<file path="src/rtl/srfb_pkg.sv">
// ----------------------------------------------------------------------------
// srfb_pkg
// Types and constants shared by the sensor report frame builder.
// ----------------------------------------------------------------------------
package srfb_pkg;

    localparam int FRAME_MAX = 24;
    localparam int IDX_W     = $clog2(FRAME_MAX);
    localparam int CFG_IDX_W = 8;
    localparam int CFG_DW    = 64;

    localparam logic [7:0] START_BYTE   = 8'h7E;
    localparam logic [7:0] FRAME_TYPE   = 8'h10;
    localparam logic [7:0] FRAME_ID     = 8'h01;
    localparam logic [7:0] LEN_BASE     = 8'd17;
    localparam logic [7:0] CKSUM_BASE   = 8'hFF;
    localparam logic [7:0] ID_THREE_INF = 8'd2;

    localparam logic [63:0] LONG_RESET  = 64'h0;
    localparam logic [15:0] SHORT_RESET = 16'hFFFE;

    // register indexes on the configuration port
    localparam logic [CFG_IDX_W-1:0] CFG_DEST_LONG  = CFG_IDX_W'(0);
    localparam logic [CFG_IDX_W-1:0] CFG_DEST_SHORT = CFG_IDX_W'(1);

    // byte positions within the frame
    localparam logic [IDX_W-1:0] POS_START     = IDX_W'(0);
    localparam logic [IDX_W-1:0] POS_LEN_HI    = IDX_W'(1);
    localparam logic [IDX_W-1:0] POS_LEN_LO    = IDX_W'(2);
    localparam logic [IDX_W-1:0] POS_TYPE      = IDX_W'(3);
    localparam logic [IDX_W-1:0] POS_FRAME_ID  = IDX_W'(4);
    localparam logic [IDX_W-1:0] POS_LONG_MSB  = IDX_W'(5);
    localparam logic [IDX_W-1:0] POS_LONG_LSB  = IDX_W'(12);
    localparam logic [IDX_W-1:0] POS_SHORT_HI  = IDX_W'(13);
    localparam logic [IDX_W-1:0] POS_SHORT_LO  = IDX_W'(14);
    localparam logic [IDX_W-1:0] POS_RADIUS    = IDX_W'(15);
    localparam logic [IDX_W-1:0] POS_OPTIONS   = IDX_W'(16);
    localparam logic [IDX_W-1:0] POS_SENSOR_ID = IDX_W'(17);
    localparam logic [IDX_W-1:0] POS_STATE     = IDX_W'(18);
    localparam logic [IDX_W-1:0] POS_INFO1     = IDX_W'(19);
    localparam logic [IDX_W-1:0] POS_INFO2     = IDX_W'(20);
    localparam logic [IDX_W-1:0] POS_INFO3     = IDX_W'(21);
    localparam logic [IDX_W-1:0] POS_TAIL      = IDX_W'(22);
    localparam logic [IDX_W-1:0] POS_TAIL_EXT  = IDX_W'(23);

    typedef struct packed {
        logic [7:0] sensor_id;
        logic [7:0] sensor_state;
        logic [7:0] info_first;
        logic [7:0] info_second;
        logic [7:0] info_third;
    } report_t;

    typedef struct packed {
        logic [7:0] frame_byte;
        logic       last;
    } frame_beat_t;

    // what the byte selector tells the sequencer about the current position
    typedef struct packed {
        logic [7:0] data;
        logic       in_sum;
        logic       is_cksum;
    } byte_info_t;

    typedef enum logic {
        ST_IDLE,
        ST_SEND
    } seq_state_t;

endpackage

</file>
<file path="src/rtl/srfb_byte_sel.sv">
// ----------------------------------------------------------------------------
// srfb_byte_sel
// Picks the frame byte at a given position from the held report and addresses.
// ----------------------------------------------------------------------------
module srfb_byte_sel
    import srfb_pkg::*;
(
    input  logic [IDX_W-1:0] idx,
    input  report_t          report,
    input  logic [63:0]      dest_long,
    input  logic [15:0]      dest_short,
    output byte_info_t       info
);

    logic       three_info;
    logic [2:0] long_k;
    logic [2:0] long_sel;

    assign three_info = (report.sensor_id == ID_THREE_INF);
    assign long_k     = 3'(idx - POS_LONG_MSB);
    assign long_sel   = 3'(3'd7 - long_k);

    always_comb begin
        info.data     = 8'h00;
        info.in_sum   = 1'b1;
        info.is_cksum = 1'b0;
        case (idx) inside
            POS_START: begin
                info.data   = START_BYTE;
                info.in_sum = 1'b0;
            end
            POS_LEN_HI: begin
                info.in_sum = 1'b0;
            end
            POS_LEN_LO: begin
                info.data   = three_info ? 8'(LEN_BASE + 8'd3) : 8'(LEN_BASE + 8'd2);
                info.in_sum = 1'b0;
            end
            POS_TYPE:                     info.data = FRAME_TYPE;
            POS_FRAME_ID:                 info.data = FRAME_ID;
            [POS_LONG_MSB:POS_LONG_LSB]:  info.data = dest_long[{long_sel, 3'b000} +: 8];
            POS_SHORT_HI:                 info.data = dest_short[15:8];
            POS_SHORT_LO:                 info.data = dest_short[7:0];
            POS_RADIUS, POS_OPTIONS:      info.data = 8'h00;
            POS_SENSOR_ID:                info.data = report.sensor_id;
            POS_STATE:                    info.data = report.sensor_state;
            POS_INFO1:                    info.data = report.info_first;
            POS_INFO2:                    info.data = report.info_second;
            POS_INFO3:                    info.data = three_info ? report.info_third : 8'h00;
            POS_TAIL: begin
                // zero pad for id 2, checksum otherwise
                info.in_sum   = three_info;
                info.is_cksum = !three_info;
            end
            POS_TAIL_EXT: begin
                info.in_sum   = 1'b0;
                info.is_cksum = 1'b1;
            end
            default: begin
                info.in_sum   = 1'b0;
                info.is_cksum = 1'b1;
            end
        endcase
    end

endmodule

</file>
<file path="src/rtl/srfb_cksum.sv">
// ----------------------------------------------------------------------------
// srfb_cksum
// Shared 8-bit adder accumulating the checksum, one byte per add_en beat.
// ----------------------------------------------------------------------------
module srfb_cksum
    import srfb_pkg::*;
(
    input  logic       aclk,
    input  logic       aresetn,
    input  logic       clear,
    input  logic       add_en,
    input  logic [7:0] add_byte,
    output logic [7:0] cksum
);

    logic [7:0] sum_reg;
    logic [7:0] sum_next;

    always_comb begin
        sum_next = sum_reg;
        if (clear) begin
            sum_next = 8'h00;
        end else if (add_en) begin
            sum_next = 8'(sum_reg + add_byte);
        end
    end

    always_ff @(posedge aclk) begin
        if (!aresetn) begin
            sum_reg <= 8'h00;
        end else begin
            sum_reg <= sum_next;
        end
    end

    assign cksum = 8'(CKSUM_BASE - sum_reg);

endmodule

</file>
<file path="src/rtl/sensor_report_frame_builder.sv">
// ----------------------------------------------------------------------------
// sensor_report_frame_builder
// Turns one sensor report into the bytes of a radio transmit-request frame.
// ----------------------------------------------------------------------------
// Usage: a report beat on s_* is taken when s_valid and s_ready are high.
// The block then sends the frame one byte per m_* beat, with m_payload.last
// set on the checksum byte: 23 beats, or 24 when the sensor id is 2.
// The report is registered when taken; the sequencer then enters its send
// state and loads the bytes into the output register, a byte leaving every
// cycle while m_ready is held high. s_ready is high only while no frame is
// being built; the next report may be taken while the checksum byte still
// waits in the output register. A stalled m_ready holds the current byte and
// pauses the sequencer. The destination addresses are to be written on cfg_*
// only while idle, which the block does not enforce; they then take effect
// on the next frame. Writes to unknown indexes are dropped. Reset (aresetn
// low, synchronous) empties the output, returns to idle and sets the long
// address to 0 and the short address to 0xFFFE.
// ----------------------------------------------------------------------------
module sensor_report_frame_builder
    import srfb_pkg::*;
(
    input  logic                 aclk,
    input  logic                 aresetn,
    input  logic                 cfg_we,
    input  logic [CFG_IDX_W-1:0] cfg_index,
    input  logic [CFG_DW-1:0]    cfg_wdata,
    input  logic                 s_valid,
    output logic                 s_ready,
    input  report_t              s_payload,
    output logic                 m_valid,
    input  logic                 m_ready,
    output frame_beat_t          m_payload
);

    seq_state_t       state_reg, state_next;
    logic [IDX_W-1:0] idx_reg, idx_next;
    report_t          report_reg;
    logic [63:0]      long_reg;
    logic [15:0]      short_reg;
    logic             m_valid_reg, m_valid_next;
    frame_beat_t      beat_reg, beat_next;

    byte_info_t       info;
    logic [7:0]       cksum;
    logic             accept;
    logic             load;

    assign accept = s_valid && s_ready;
    assign load   = (state_reg == ST_SEND) && (!m_valid_reg || m_ready);

    srfb_byte_sel u_byte_sel (
        .idx        (idx_reg),
        .report     (report_reg),
        .dest_long  (long_reg),
        .dest_short (short_reg),
        .info       (info)
    );

    srfb_cksum u_cksum (
        .aclk     (aclk),
        .aresetn  (aresetn),
        .clear    (accept),
        .add_en   (load && info.in_sum),
        .add_byte (info.data),
        .cksum    (cksum)
    );

    always_comb begin
        state_next   = state_reg;
        idx_next     = idx_reg;
        m_valid_next = m_valid_reg;
        beat_next    = beat_reg;
        s_ready      = 1'b0;
        if (m_valid_reg && m_ready) begin
            m_valid_next = 1'b0;
        end
        case (state_reg)
            ST_IDLE: begin
                s_ready = 1'b1;
                if (s_valid) begin
                    state_next = ST_SEND;
                    idx_next   = POS_START;
                end
            end
            ST_SEND: begin
                if (load) begin
                    m_valid_next         = 1'b1;
                    beat_next.frame_byte = info.is_cksum ? cksum : info.data;
                    beat_next.last       = info.is_cksum;
                    idx_next             = IDX_W'(idx_reg + 1'b1);
                    if (info.is_cksum) begin
                        state_next = ST_IDLE;
                    end
                end
            end
            default: begin
                state_next = ST_IDLE;
            end
        endcase
    end

    always_ff @(posedge aclk) begin
        if (!aresetn) begin
            state_reg   <= ST_IDLE;
            idx_reg     <= POS_START;
            m_valid_reg <= 1'b0;
            long_reg    <= LONG_RESET;
            short_reg   <= SHORT_RESET;
        end else begin
            state_reg   <= state_next;
            idx_reg     <= idx_next;
            m_valid_reg <= m_valid_next;
            if (cfg_we && cfg_index == CFG_DEST_LONG) begin
                long_reg <= cfg_wdata;
            end
            if (cfg_we && cfg_index == CFG_DEST_SHORT) begin
                short_reg <= cfg_wdata[15:0];
            end
        end
    end

    // payload holding, no reset needed
    always_ff @(posedge aclk) begin
        beat_reg <= beat_next;
        if (accept) begin
            report_reg <= s_payload;
        end
    end

    assign m_valid   = m_valid_reg;
    assign m_payload = beat_reg;

`ifndef NO_ASSERTIONS
    // busy straight after a report is taken
    assert property (@(posedge aclk) disable iff (!aresetn)
        accept |=> !s_ready)
        else $error("report taken while a frame is still being built");

    // the byte counter never runs past the longest frame
    assert property (@(posedge aclk) disable iff (!aresetn)
        (state_reg == ST_SEND) |-> (idx_reg <= POS_TAIL_EXT))
        else $error("byte counter beyond frame end");

    // loading the checksum byte ends the frame
    assert property (@(posedge aclk) disable iff (!aresetn)
        (load && info.is_cksum) |=> (state_reg == ST_IDLE && m_valid && m_payload.last))
        else $error("checksum byte did not close the frame");
`endif

endmodule

</file>
<file path="config.mk">
export PLATFORM = sky130hd
export DESIGN_NAME = sensor_report_frame_builder
export DESIGN_NICKNAME = d
export VERILOG_FILES = /design/src/rtl/srfb_pkg.sv /design/src/rtl/srfb_byte_sel.sv /design/src/rtl/srfb_cksum.sv /design/src/rtl/sensor_report_frame_builder.sv
export SDC_FILE = /design/constraint.sdc
export NUM_CORES = 1
export LEC_CHECK = 0
export BUFFER_PORTS_ARGS = -buffer_cell sky130_fd_sc_hd__buf_4
export CORE_ASPECT_RATIO = 0.7
export CORE_MARGIN = 2
export CORE_UTILIZATION = 52
export CTS_CLUSTER_DIAMETER = 50
export CTS_CLUSTER_SIZE = 8
export DETAILED_ROUTE_END_ITERATION = 7
export PLACE_DENSITY = 0.75
export SETUP_SLACK_MARGIN = 0.15
export SYNTH_ARGS = -nofsm -noshare
export SYNTH_HDL_FRONTEND = slang
export SYNTH_SLANG_ARGS = --single-unit
</file>
<file path="constraint.sdc">
create_clock -name aclk -period 7.33 [get_ports aclk]
set_clock_uncertainty 0.15 [all_clocks]
set_input_delay 0.733 -clock aclk [delete_from_list [all_inputs] [get_ports aclk]]
set_output_delay 0.733 -clock aclk [all_outputs]
set_load 0.01 [all_outputs]
</file>
==> impl_metrics.ini, run 1 <==
[outcome]
status = finished, final reports clean

[clocking]
clk_latency_ns = 0.42
cts.clk_slew.worst_paths_ns = 0.06
postCtsSetupBuffers = 0
cts_sinks = 144
cts_resized = 0
clockRootBuffer = clkbuf_16
cts_buffer_depth = 2
htree_levels = 4
cts_buffers = 17
cts_tree = done
hold_buffers = 0

[place]
place_congestion = 0.9523
pre_cts_slack_ns = 2.208
dp_cells = 991
dp_hpwl_um = 13570
io_buffers = 127

[setup_path]
crit_arrival_ns = 5.43
path_class = reg2reg
r2r_setup_slack_ns = 2.07
rr_worst_depth = 15
cp.required_ns = 7.49
cp-end-kind = flop
worstReg2RegEnd = u_cksum.sum_reg[7]
crit_fanout = 21
crit_start = idx_reg[0]
critPathMaxStageDelay_ns = 0.77
worstPathCellList = ha_1 > nand2b_1 > nor4_4 > a21oi_1 > o311a_1 > o21a_1 > o21ai_2 > ha_1 > a21oi_1 > o2111ai_1 > a21o_1 > a21o_1 > and3_1 > o31a_1 > o21ba_2
startpoint_type = flop
slowest_stage = ha_1
rr_startpoint = idx_reg[0]

[logic_synthesis]
syn_nets = 869
yosys.area.top_type = dfxtp_1
synth_top_cell_area_share_pct = 27.35
postSynth.asyncResetShare_pct = 0
ys_seq_area_share_pct = 48.51
syn_inst = 740
synthesis.area_sq_um = 6954
yosysWarnings = 0
netlist_top_cells_area = dfxtp_1 27%, edfxtp_1 21%, nand2_1 10%
synth_area_per_cell_sq_um = 9.398
ys.flop_type = dfxtp_1
synth_edf_count = 49
synth.distinct_cells = 69
ys_seq_elements = 144

[timing]
finalCritPeriodShare_pct = 71.80
post-route-min-period_ns = 5.263
setup_ws_ns = 2.067
final.setup.tns_ns = 0
setup_viol = 0
hold_ws_ns = 0.3144
maxSlewHeadroom_pct = 22.68
tightestPinTransition_ns = 1.160
timing.final.hold_violations = 0
final_max_slew_viol_count = 0
fmax_mhz = 190.0
rsz0062_at_grt = no

[detailed_routing]
avgViaCountPerCell = 5.871
routed_wl_um = 18820
dr_wl_met2_um = 8516
wl_met3_um = 1331
met1_length_um = 8792
highest_layer = met4
dr.pass1.iters = 5
drc = 0
drtIter0Drc = 507
wl_per_cell_um = 18.39
ant_nets = 0
vias = 6006

[power]
seqPwrFrac_pct = 44.6
clock_power_share_pct = 46.8
net-switching-power_uw = 457.8
p_leak_uw = 0.003194
peakVddDrop_v = 0.0001513
p_int_uw = 1471
power_density_nw_per_um2 = 224.8
netSwitchingFraction_pct = 23.73
pwr-share-comb_pct = 8.6

[floorplan]
rows = 35
pin_count = 128
core-area_sq_um = 13090
start_util_pct = 53.11
die_w_um = 142.2
die_h_um = 100.8
design.die.area_sq_um = 14330

[min_path]
whs_path_depth = 2
min_to = long_reg[55]
hp-class = reg2reg
min_from = long_reg[55]

[final_layout]
layout.nets = 973
diodes = 0
drive_above_1_share_pct = 22.99
largest_register_ffs = 64
fin_cells = 1023
area_delta_synth_final_pct = 23.43
fin_util_pct = 65.55

[global_routing]
grt_pass1_vias = 5753
grt_pass1_wl_um = 29940
grt_overflow = 0
grt_use_total_pct = 27.22
grt_antenna_before_repair = 0
grt_start_max_net_pins = 89

[run]
drv_cap = 0
cell type report:
type,instances,area (sq um)
fill,1030,4511
inverter,20,75.07
timing repair buffer,131,983.4
tap,166,207.7
clock buffer,20,469.2
clock inverter,12,142.6
sequential,144,3373
multi-input combinational,530,3332
power groups by stage:
| stage | sequential (uW) | clock (uW) | combinational [uW] |
|---|---|---|---|
| 2_1_floorplan | 874 | 0 | 83.2 |
| 3_3_place_gp | 877 | 0 | 161 |
| 3_5_place_dp | 877 | 0 | 164 |
| 4_1_cts | 860 | 915 | 165 |
| 5_1_grt | 861 | 947 | 178 |
| 6_report | 860 | 903 | 166 |
critical path: cells and delay by family, from the launching register on:
| kind | cells | cell delay (ns) |
|---|---|---|
| compound gates | 10 | 2.22 |
| fa+ha+maj | 2 | 1.05 |
| flops | 1 | 0.65 |
| simple gates | 3 | 1.08 |
cells by family (layout without fill, tap and decap cells):
| family | count (synthesis) | after routing | share of synthesized area (%) |
|---|---|---|---|
| flip-flops | 144 | 144 | 48.51 |
| buffers and inverters | 66 | 183 | 3.688 |
| XOR/XNOR | 4 | 4 | 0.5039 |
| AO/OA/AOI/OAI | 184 | 184 | 18.73 |
| adder cells (fa/ha/maj) | 12 | 12 | 2.267 |
| multiplexers | 30 | 30 | 7.251 |
| AND/OR/NAND/NOR | 300 | 300 | 19.05 |
worst max-delay path by stage:
stage | end | depth (start not counted)
global route | u_cksum.sum_reg[7] | 15
detailed placement | u_cksum.sum_reg[7] | 15
finish | u_cksum.sum_reg[7] | 15
CTS | u_cksum.sum_reg[7] | 15
global placement | u_cksum.sum_reg[7] | 15
floorplan | u_cksum.sum_reg[7] | 17
cell usage after synthesis (6+ instances only):
library cell	count
o21ai_0	24
nor3_1	8
nor2_1	37
clkbuf_1	38
a21oi_1	29
buf_2	7
ha_1	11
edfxtp_1	49
o21a_1	6
a221oi_1	8
nand2_1	191
dfxtp_1	95
mux2i_1	11
a21boi_0	71
inv_1	19
nand3_1	25
mux4_2	16
metrics by stage:
step | cell area, sq um | total power [uW]
6_report | 8583 | 1929
5_1_grt | 8583 | 1986
4_1_cts | 8583 | 1939
3_5_place_dp | 7971 | 1041
3_3_place_gp | 7971 | 1038
2_1_floorplan | 6954 | 957.6
cells in the final DEF, fill, tap and decap left out, drive strengths merged, types with 20 or more instances in the layout:
cell type / instances
nand2: 191
buf: 131
dfxtp: 95
a21boi: 71
edfxtp: 49
nor2: 37
a21oi: 30
inv: 27
nand3: 26
o21ai: 25
clkbuf: 20
per-layer routing:
metal	GRT usage, %	up-vias
li1	-	2839
met1	39.30	2926
met2	41.47	222
met3	6.936	19
met4	6.154	0
met5	0	-
No activity file was read; power rests on OpenSTA's default activity.
==> run 2: changes to the inputs <==
==> constraint.sdc (replaced) <==
create_clock -name aclk -period 5.1 [get_ports aclk]
set_clock_uncertainty 0.15 [all_clocks]
set_input_delay 0.51 -clock aclk [delete_from_list [all_inputs] [get_ports aclk]]
set_output_delay 0.51 -clock aclk [all_outputs]
set_load 0.01 [all_outputs]
==> run 2 against run 1 <==
  * Register-to-register slack lost 1.4 ns
  * Via count decreased by 0.12%
  * Setup slack got worse by 1.4 ns
  * Largest cell class unchanged
  * Sequential share of layout area grew 0.069 points
==> impl_metrics.ini, run 2 (synthesis gave the netlist of run 1 again) <==
[clocking]
cts.clk_slew.worst_paths_ns = 0.06
cts_tree = done
htree_levels = 4
cts_sinks = 144
postCtsSetupBuffers = 0
cts_buffers = 17
clockRootBuffer = clkbuf_16
clk_latency_ns = 0.43
hold_buffers = 0
cts_resized = 0
cts_buffer_depth = 2

[timing]
hold_ws_ns = 0.1072
maxSlewHeadroom_pct = 22.43
rsz0062_at_grt = no
tightestPinTransition_ns = 1.164
final_max_slew_viol_count = 0
setup_ws_ns = 0.6365
post-route-min-period_ns = 4.464
finalCritPeriodShare_pct = 87.52
fmax_mhz = 224.0
timing.final.hold_violations = 0
setup_viol = 0
final.setup.tns_ns = 0

[global_routing]
grt_use_total_pct = 27.48
grt_antenna_before_repair = 0
busiest_layer = met1
grt_start_max_net_pins = 89
use_met1_pct = 40.90
grt_overflow = 0
grt_pass1_vias = 5797
met3_usage_pct = 6.603
met2_usage_pct = 40.21
grt_pass1_wl_um = 30300

[setup_path]
cp.required_ns = 5.27
worstPathCellList = ha_1 > nor3_1 > a2111oi_1 > a21oi_1 > nand2_1 > o22ai_1 > nand2_1 > nand2_1 > ha_1 > nand3_1 > o2111ai_1 > a21o_1 > a21o_1 > and3_1 > o31a_1 > o21ba_2
path_buf_inv = 0
slowest_stage = a2111oi_1
cp-end-kind = flop
critPathMaxStageDelay_ns = 0.70
crit_top_cell = nand2_1
crit_family = compound AO/OA/AOI/OAI gates
crit_arrival_ns = 4.63
startpoint_type = flop
crit_fanout = 17
path_class = reg2reg

[min_path]
hp-class = in2reg

[power]
power_uw = 2643
peakVddDrop_v = 0.0002467
netSwitchingFraction_pct = 25.23
power_density_nw_per_um2 = 308.5
pwr-share-comb_pct = 9.3
seqPwrFrac_pct = 46.7
clock_power_share_pct = 44.0
p_int_uw = 1976
net-switching-power_uw = 666.8
p_leak_uw = 0.003174

[place]
pre_cts_slack_ns = 0.7339
place_congestion = 0.9562
io_buffers = 127
place_area_sq_um = 8016
dp_hpwl_um = 13660

[final_layout]
final_common_cell = nand2_1
largest_register_ffs = 64
diodes = 0
area_delta_synth_final_pct = 23.21
layout.nets = 979
final_cell_mix = 191 x nand2_1, 137 x buf_4, 95 x dfxtp_1
final_area_sq_um = 8568
n_fill_cell = 1032
drive_above_1_share_pct = 23.41

[outcome]
status = finished, final reports clean

[detailed_routing]
drc = 0
wl_per_cell_um = 18.23
routed_wl_um = 18760
dr.pass1.iters = 5
ant_nets = 0
drtIter0Drc = 562
avgViaCountPerCell = 5.830
vias = 5999

[floorplan]
start_util_pct = 53.11
die_h_um = 100.8
rows = 35
core-area_sq_um = 13090
pin_count = 128
die_w_um = 142.2
design.die.area_sq_um = 14330

[run]
drv_cap = 0
[run 2: cell count changes in the layout (fill, tap and decap cells not counted), sizes merged]
cell      previous run  this run
clkinvlp             0         4
clkinv               3         5
inv                 27        26
buf                131       137
bufinv               2         0
clkbuf              20        17
[run 2: worst paths after layout]
kind                                    start            endpoint  slack [ns]  cells past startpoint
worst min register to register   long_reg[10]        long_reg[10]        0.31                      2
worst min-delay path            s_payload[37]      report_reg[37]        0.11                      1
worst max-delay path               idx_reg[0]  u_cksum.sum_reg[7]        0.64                     16
worst max register to register     idx_reg[0]  u_cksum.sum_reg[7]        0.64                     16
[run 2: layer usage]
layer	wire length, um	vias to the layer above
li1	-	2851
met1	9015	2878
met2	8075	244
met3	1412	26
met4	258	0
met5	0	-
[run 2: worst register-to-register path: cells and delay by family (launching register included)]
| family | cells | cell delay (ns) |
|---|---|---|
| AOI/OAI and AO/OA | 8 | 1.99 |
| adders and majority gates | 2 | 1.03 |
| DFF | 1 | 0.43 |
| and+or+nand+nor | 6 | 0.77 |
[run 2: power by group through the flow]
stage | combinational [uW] | clock, uW | sequential [uW]
after detailed placement | 243 | 0 | 1260
after global placement | 239 | 0 | 1260
after floorplan | 120 | 0 | 1260
final | 245 | 1160 | 1230
after global routing | 266 | 1230 | 1240
after CTS | 244 | 1180 | 1230
[run 2: final cells by class]
| cell class | count | area (sq um) | area share (%) |
|---|---|---|---|
| Clock buffer | 17 | 425.4 | 4.965 |
| Sequential cell | 144 | 3373 | 39.37 |
| Tap cell | 166 | 207.7 | 2.424 |
| Timing Repair Buffer | 137 | 1028 | 12.00 |
| Inverter | 20 | 75.07 | 0.8762 |
| Multi-Input combinational cell | 530 | 3332 | 38.89 |
| Clock inverter | 15 | 126.4 | 1.475 |
[run 2: metrics by stage]
| step | instances | utilization, % |
|---|---|---|
| after floorplan | 740 | - |
| after global placement | 997 | 61.22 |
| after detailed placement | 997 | 61.22 |
| after CTS | 1029 | 65.44 |
| after global routing | 1029 | 65.44 |
| final | 1029 | 65.44 |
